--- src/rtl/dfpd_pkg.sv ---
package dfpd_pkg;

	// Sync bytes of the two frame formats
	localparam logic [7:0] SYNC_LONG_A  = 8'h55;
	localparam logic [7:0] SYNC_LONG_B  = 8'hAA;
	localparam logic [7:0] SYNC_SHORT_A = 8'hA5;
	localparam logic [7:0] SYNC_SHORT_B = 8'h5A;

	// Register map (word index) and reset value of the length limit
	localparam int unsigned     REG_IDX_W        = 1;
	localparam logic [REG_IDX_W-1:0] REG_IDX_LIMIT = 1'b0;
	localparam logic [15:0]     LIMIT_RESET      = 16'h0500;

	localparam int unsigned     DEFAULT_BUFFER_DEPTH = 512;
	localparam int unsigned     COUNT_W              = 9;

	// Hunt states; codes 12 to 15 are unused
	typedef enum logic [3:0] {
		HS_IDLE     = 4'd0,
		HS_GOT_55   = 4'd1,
		HS_GOT_A5   = 4'd2,
		HS_L_TARGET = 4'd3,
		HS_L_CMD    = 4'd4,
		HS_L_LENLO  = 4'd5,
		HS_L_LENHI  = 4'd6,
		HS_S_TARGET = 4'd7,
		HS_S_CMD    = 4'd8,
		HS_S_LEN    = 4'd9,
		HS_BODY     = 4'd10,
		HS_LAST_CRC = 4'd11
	} hunt_state_t;

	typedef struct packed {
		logic       command;
		logic [7:0] rx_byte;
	} item_t;

	typedef struct packed {
		logic               frame_end;
		logic               byte_kept;
		logic               flush_request;
		logic [COUNT_W-1:0] buffer_count;
	} result_t;

	// Start a new sync on a first sync byte, else stay idle
	function automatic hunt_state_t sync_start(input logic [7:0] b);
		hunt_state_t s;
		s = HS_IDLE;
		if (b == SYNC_LONG_A) s = HS_GOT_55;
		else if (b == SYNC_SHORT_A) s = HS_GOT_A5;
		return s;
	endfunction

endpackage

--- src/rtl/dual_format_packet_detector.sv ---
// Frame detector and receive-buffer occupancy tracker. Each transfer on the item channel is
// either a received byte (command 0) or a drain (command 1); each produces exactly one
// transfer on the result channel. The block takes one item per clock: the hunt state,
// length counter and occupancy update at the accepting edge and the result lands in a
// single output register, so item_ready is high whenever that register is empty or being
// taken in the same cycle. The long-format length limit is written over the APB port
// at word address 0 and should change only while no transfer is in flight.
module dual_format_packet_detector #(
	parameter int unsigned BUFFER_DEPTH = dfpd_pkg::DEFAULT_BUFFER_DEPTH
) (
	input  logic              clk,
	input  logic              arst_n,
	// item channel
	input  logic              item_valid,
	output logic              item_ready,
	input  dfpd_pkg::item_t   item,
	// result channel
	output logic              result_valid,
	input  logic              result_ready,
	output dfpd_pkg::result_t result,
	// configuration port
	input  logic              psel,
	input  logic              penable,
	input  logic              pwrite,
	input  logic [2:0]        paddr,
	input  logic [31:0]       pwdata,
	output logic [31:0]       prdata,
	output logic              pready
);
	import dfpd_pkg::*;

	localparam int unsigned OCC_W = $clog2(BUFFER_DEPTH);
	localparam logic [OCC_W-1:0] OCC_FULL = OCC_W'(BUFFER_DEPTH - 1);
	localparam logic [OCC_W-1:0] OCC_HALF = OCC_W'(BUFFER_DEPTH / 2);

	logic [15:0]            limit_q;
	hunt_state_t            state_q, state_d;
	logic [15:0]            rem_q, rem_d;
	logic [OCC_W-1:0]       occ_q, occ_d;
	logic                   flush_q, flush_d;
	logic                   end_d, kept_d;
	logic [OCC_W+COUNT_W-1:0] count_ext;
	logic [15:0]            long_len;
	logic                   take;
	logic                   cfg_wr;
	logic [REG_IDX_W-1:0]   reg_idx;
	result_t                result_d;

	// APB register access
	assign pready  = 1'b1;
	assign reg_idx = paddr[2];
	assign cfg_wr  = psel && penable && pwrite && pready;

	always_comb begin
		prdata = 32'd0;
		unique case (reg_idx)
			REG_IDX_LIMIT: prdata = {16'd0, limit_q};
			default:       prdata = 32'd0;
		endcase
	end

	always_ff @(posedge clk or negedge arst_n) begin
		if (!arst_n) begin
			limit_q <= LIMIT_RESET;
		end else if (cfg_wr && reg_idx == REG_IDX_LIMIT) begin
			limit_q <= pwdata[15:0];
		end
	end

	// Handshake: take an item when the result register is free or draining
	assign item_ready = !result_valid || result_ready;
	assign take       = item_valid && item_ready;

	// Hunt next state and length counter
	assign long_len = {item.rx_byte, rem_q[7:0]};

	always_comb begin
		state_d = state_q;
		rem_d   = rem_q;
		unique case (state_q)
			HS_GOT_55: begin
				state_d = (item.rx_byte == SYNC_LONG_B) ? HS_L_TARGET : sync_start(item.rx_byte);
			end
			HS_GOT_A5: begin
				state_d = (item.rx_byte == SYNC_SHORT_B) ? HS_S_TARGET
					: sync_start(item.rx_byte);
			end
			HS_L_TARGET: state_d = HS_L_CMD;
			HS_L_CMD:    state_d = HS_L_LENLO;
			HS_S_TARGET: state_d = HS_S_CMD;
			HS_S_CMD:    state_d = HS_S_LEN;
			HS_L_LENLO: begin
				rem_d   = {8'd0, item.rx_byte};
				state_d = HS_L_LENHI;
			end
			HS_L_LENHI: begin
				rem_d   = long_len;
				state_d = (long_len < limit_q) ? HS_BODY : HS_IDLE;
			end
			HS_S_LEN: begin
				rem_d   = {8'd0, item.rx_byte};
				state_d = HS_BODY;
			end
			HS_BODY: begin
				if (rem_q != 16'd0) rem_d = rem_q - 16'd1;
				else state_d = HS_LAST_CRC;
			end
			HS_LAST_CRC: state_d = HS_IDLE;
			default:     state_d = sync_start(item.rx_byte);
		endcase
	end

	// Hunt outputs: the final CRC byte closes a frame
	always_comb begin
		end_d = 1'b0;
		unique case (state_q)
			HS_LAST_CRC: end_d = 1'b1;
			default:     end_d = 1'b0;
		endcase
	end

	// Occupancy, flush flag and result fields
	always_comb begin
		occ_d    = occ_q;
		flush_d  = flush_q;
		kept_d   = 1'b0;
		result_d = '0;
		if (item.command) begin
			occ_d   = '0;
			flush_d = 1'b0;
		end else begin
			if (occ_q < OCC_FULL) begin
				occ_d  = occ_q + 1'b1;
				kept_d = 1'b1;
			end
			if (end_d || occ_d > OCC_HALF) flush_d = 1'b1;
		end
		count_ext                = {{COUNT_W{1'b0}}, (item.command ? occ_q : occ_d)};
		result_d.frame_end       = end_d && !item.command;
		result_d.byte_kept       = kept_d;
		result_d.flush_request   = flush_d;
		result_d.buffer_count    = count_ext[COUNT_W-1:0];
	end

	// Advance state on each accepted item; a drain holds the hunt
	always_ff @(posedge clk or negedge arst_n) begin
		if (!arst_n) begin
			state_q <= HS_IDLE;
			rem_q   <= 16'd0;
			occ_q   <= '0;
			flush_q <= 1'b0;
		end else if (take) begin
			occ_q   <= occ_d;
			flush_q <= flush_d;
			if (!item.command) begin
				state_q <= state_d;
				rem_q   <= rem_d;
			end
		end
	end

	// Result register
	always_ff @(posedge clk or negedge arst_n) begin
		if (!arst_n) begin
			result_valid <= 1'b0;
		end else if (take) begin
			result_valid <= 1'b1;
		end else if (result_ready) begin
			result_valid <= 1'b0;
		end
	end

	always_ff @(posedge clk) begin
		if (take) begin
			result <= result_d;
		end
	end

`ifndef SYNTH
	a_occ_bound: assert property (@(posedge clk) disable iff (!arst_n)
		occ_q <= OCC_FULL)
		else $error("occupancy above buffer capacity");

	a_drain_clears: assert property (@(posedge clk) disable iff (!arst_n)
		(take && item.command) |=> (occ_q == '0 && !flush_q))
		else $error("drain did not clear occupancy and flush flag");

	a_end_flushes: assert property (@(posedge clk) disable iff (!arst_n)
		(result_valid && result.frame_end) |-> result.flush_request)
		else $error("frame end without flush request");

	a_body_to_crc: assert property (@(posedge clk) disable iff (!arst_n)
		(take && !item.command && state_q == HS_BODY && rem_q == 16'd0)
		|=> state_q == HS_LAST_CRC)
		else $error("body end did not reach final CRC byte");
`endif

endmodule
--- config.mk ---
export PLATFORM = sky130hd
export DESIGN_NAME = dual_format_packet_detector
export DESIGN_NICKNAME = d
export VERILOG_FILES = /design/src/rtl/dfpd_pkg.sv /design/src/rtl/dual_format_packet_detector.sv
export SDC_FILE = /design/constraint.sdc
export NUM_CORES = 1
export LEC_CHECK = 0
export BUFFER_PORTS_ARGS = -buffer_cell sky130_fd_sc_hd__buf_2
export CORE_MARGIN = 8
export CORE_UTILIZATION = 58
export DETAILED_ROUTE_END_ITERATION = 10
export GPL_TIMING_DRIVEN = 0
export HOLD_SLACK_MARGIN = 0.03
export PLACE_DENSITY_LB_ADDON = 0.25
export SYNTH_ARGS = -nofsm -noshare
export SYNTH_HDL_FRONTEND = slang
export SYNTH_SLANG_ARGS = --single-unit
--- constraint.sdc ---
create_clock -name clk -period 3.55 [get_ports clk]
set_clock_uncertainty 0.15 [all_clocks]
set_input_delay 0.71 -clock clk [delete_from_list [all_inputs] [get_ports clk]]
set_output_delay 0.71 -clock clk [all_outputs]
set_load 0.05 [all_outputs]
# Yosys cells after proc, flatten, opt, wreduce, memory -nomap -nowiden

Index checks and enable logic that the tools add are counted.

Bits in registers: 59
Output and inout bits: 47
Logic and storage cells: 73

Add/sub/neg operators: 2
$lt $le $gt $ge: 3
Equal/unequal tests: 17
Multiplexer cells: 20
Bitwise gates (word level): 3
Reductions and logical operators: 17

Operators by type and width:

| cell                    | number |
|---|---|
| $pmux W16 S3            | 1 |
| $pmux W4 S11            | 1 |
| $mux W9                 | 4 |
| $mux W16                | 2 |
| $mux W4                 | 5 |
| $eq A4 B3 Y1 const B    | 4 |
| $eq A4 B4 Y1 const B    | 4 |
| $eq A8 B7 Y1 const B    | 2 |
| $eq A8 B8 Y1 const B    | 2 |
| $lt A16 B16 Y1          | 1 |
| $reduce_bool A16 Y1     | 1 |
| $sub A16 B1 Y16 const B | 1 |
| $add A9 B1 Y9 const B   | 1 |
| $gt A9 B9 Y1 const B    | 1 |
| $lt A9 B9 Y1 const B    | 1 |
| $eq A4 B2 Y1 const B    | 2 |
| $mux W1                 | 6 |
| $logic_and A1 B1 Y1     | 5 |
| $reduce_and A5 Y1       | 1 |
| $eq A4 B1 Y1 const B    | 1 |
| $ne A2 B2 Y1 const B    | 2 |
| $reduce_and A4 Y1       | 1 |
| $reduce_bool A2 Y1      | 2 |
| $not A1 Y1              | 3 |
| other kinds (6)         | 8 |

# Longest topological paths before layout

Depth after elaboration: 7
Mapped depth: 9
Depth with buffers taken out: 8

# Worst setup path after synthesis

Ideal clock, no wire load.

Path type: input to output
From: in paddr[2]
To: out prdata[10]
Arrival time: 1.725 ns
Required time: 2.690 ns
Path slack: 0.965 ns
Stages: 3
Cell sequence: clkbuf_1 -> clkbuf_1 -> nor2_1

Cells in the longest elaborated chain, start to end: 1

RTL lines:

| item               | line                              | RTL |
|---|---|---|
| start: declaration | dual_format_packet_detector.sv:25 | `input logic [2:0] paddr,` |
| $mux W16           | dual_format_packet_detector.sv:56 | `unique case (reg_idx)` |
| end: declaration   | dual_format_packet_detector.sv:27 | `output logic [31:0] prdata,` |

No other way between the ends.

# Worst setup path after layout

From: in paddr[2]
To: out prdata[8]

The elaborated chain is that of the path after synthesis.

==> impl_metrics.yaml <==
sta:
  period_share_pct: 70.9
  timing.setup.tns_ns: 0
  fmax_mhz: 397
  tightest_slew_ns: 1.09
  whs_ns: 0.357
  slew-limit-headroom_pct: 27.5
  final-setup-viol-count: 0
  rsz0062_at_grt: "false"
  period_minus_slack_ns: 2.52
  maxSlewViolCount: 0
  finalHoldViolations: 0
placed_design:
  place_hpwl_mm: 7.22
  placed_cells: 576
  gp_congestion: 0.949
  io_buffers: 60
critical_path:
  cpPeakStageDelay_ns: 0.36
  arrival_ns: 1.66
  r2r_end: "state_q[2]"
  slowest_stage: "clkbuf_1"
  rrSetupSlack_ns: 1.14
  path_cells: "clkbuf_1, clkbuf_1, nor2_1, buf_2"
  crit_buf_inv: 3
  worstPathMaxFanout: 10
  cp_common_cell: "clkbuf_1"
  end_kind: "output port"
  r2r_cells: 7
  worstPathRequired_ns: 2.69
  start_kind: "primary input"
  critPathKind: "primary input to output port"
  crit_family: "buffers and inverters"
  rr_startpoint: "rem_q[0]"
pwr:
  switching_share_pct: 32.7
  p_comb_share_pct: 24.0
  power_frac_clock_pct: 36.5
  p_leak_uw: 0.00211
  p_total_uw: 1980
  p_per_area_nw_per_um2: 436
  vdd_drop_max_v: 0.000335
  p_seq_share_pct: 39.5
  power.switching_uw: 646
  p_int_uw: 1330
synthesis:
  synth_largest_area_cell: "dfrtp_1"
  ys_seq_elements: 59
  synth.distinct_cells: 64
  synth_top_area_share_pct: 29.3
  async_flop_share_pct: 79.7
  syn-instance-count: 424
  netlist_top_cells_area: "dfrtp_1 (29%), edfxtp_1 (9.4%), ha_1 (6.5%)"
  synth-seq-area-share_pct: 40.0
  syn_avg_cell_area_sq_um: 9.07
  ys_warn_count: 0
  synth_edf_count: 12
  syn-cell-area_sq_um: 3840
  synth-main-ff-cell: "dfrtp_1"
global_route:
  grt_pass1_vias: 3452
  gr-usage-all-layers_pct: 20.3
  grt_max_degree: 48
  grt_pass1_wl_mm: 16.2
  antenna_found_initial: 0
  grt-ovfl-total: 0
route:
  wl_mm: 9.76
  first_iter_violations: 267
  drcViolationCount: 0
  drt_first_pass_iters: 5
  wl_per_cell_microns: 16.5
  drt.antenna.violating_nets: 0
  num_vias: 3501
  avgViaCountPerCell: 5.91
clock_tree:
  insertion_delay_ns: 0.34
  cts_sinks: 59
  numCtsBuffers: 9
  htree_levels: 3
  cts_root_buf: "clkbuf_8"
  cts_buffer_depth: 2
  cts_hold_buf: 0
  path_clk_slew_ns: 0.07
  cts_tree: "done"
  cts_resized: 0
  cts_setup_buffers: 0
floorplan:
  core_sq_um: 6390
  io_pins: 98
  dieWidth_microns: 97.4
  std_cell_rows: 29
  dieArea_sq_um: 9490
  dieHeight_microns: 97.4
  initial_core_util_pct: 60.2
finish:
  finalNonFillerCells: 592
  nNetsFinal: 581
  drive_above_1_share_pct: 25.2
  diodes: 0
  area.growth.synth_to_final_pct: 17.9
status:
  status: "finished clean"
hold_path:
  min_to: "limit_q[5]"
  hold_start: "limit_q[5]"
  holdPathStages: 1
  min_path_type: "flip-flop to flip-flop"
job:
  cap_violations: 0
-- sequential cells by signal, summed over array words and instances, names as in the netlist --
signal        count
state_q           4
result_valid      1
result           12
occ_q             9
limit_q          16
rem_q            16
flush_q           1
-- logic make-up after synthesis --
logic type | count (synthesis) | synth area share, %
AND/OR/NAND/NOR | 144 | 19.8
AO/OA/AOI/OAI | 113 | 18.0
flip-flops | 59 | 40.0
buffers and inverters | 59 | 7.94
multiplexers | 22 | 6.32
adder cells (fa/ha/maj) | 20 | 6.51
XOR/XNOR | 5 | 1.14
other | 2 | 0.195
-- how the worst max path moves through the flow --
stage | to | cells past startpoint | slack, ns | startpoint
3_3_place_gp | state_q[1] | 8 | 0.91 | item[6]
3_5_place_dp | state_q[1] | 8 | 0.88 | item[6]
5_1_grt | prdata[8] | 4 | 0.96 | paddr[2]
6_report | prdata[8] | 4 | 1.03 | paddr[2]
4_1_cts | prdata[8] | 4 | 1.03 | paddr[2]
2_1_floorplan | prdata[10] | 3 | 0.96 | paddr[2]
-- metal layers --
metal	track usage [%]	routed length [microns]	part of all wire (%)
met2	30.2	4340	45
met5	0	0	0
met3	7.40	1000	10
met1	26.2	4180	43
met4	7.93	231	2.4
-- Yosys cell counts, types with 2 or more instances --
library cell  count
a211oi_1          2
a21oi_1          27
a22o_1            2
a22oi_1          10
a32oi_1           2
and3_1            2
buf_2             4
buf_4            17
buf_6             2
clkbuf_1         10
conb_1            2
dfrtp_1          45
dfstp_2           2
edfxtp_1         12
ha_1             20
inv_1            26
mux2_2           17
mux2i_1           4
nand2_1          25
nand2b_1          9
nand3_1          14
nand3_2           2
nand3b_1          2
nand4_1           2
nor2_1           49
nor3_1           14
nor3b_1           2
nor4_1            3
nor4_2            2
nor4bb_1          4
o211ai_1          4
o21ai_0          20
o21ai_1          26
o22a_1            2
o31ai_1           6
xor2_1            4
-- cell usage in the layout, fill, tap and decap left out, drive strengths merged, types with 10 or more instances in the layout --
master,instances
a21oi,27
a22oi,10
buf,83
clkbuf,20
conb,17
dfrtp,45
edfxtp,12
ha,20
inv,26
mux2,18
nand2,25
nand3,16
nor2,51
nor3,15
o21ai,47
-- stage by stage --
step	utilization [%]	setup WS [ns]	area, sq um
finish	71.0	1.03	4530
global route	71.0	0.961	4530
CTS	71.0	1.03	4530
detailed placement	67.3	0.876	4300
global placement	67.3	0.912	4300
floorplan	-	0.965	3900
-- final cells by class --
type                            count  area (sq um)
Tap cell                           77          96.3
Clock inverter                      6          86.3
Sequential cell                    59          1540
Timing Repair Buffer               60           300
Clock buffer                       10           149
Inverter                           26          97.6
Fill cell                         504          1850
Multi-Input combinational cell    321          2060
Buffer                             33           208
-- power groups by stage --
stage | registers [uW] | logic (uW) | clock network (uW)
after floorplan | 818 | 323 | 0
after global placement | 791 | 455 | 0
final | 782 | 474 | 721
after detailed placement | 795 | 471 | 0
after CTS | 782 | 475 | 731
after global routing | 788 | 514 | 754
(Power assumes the default switching activity.)
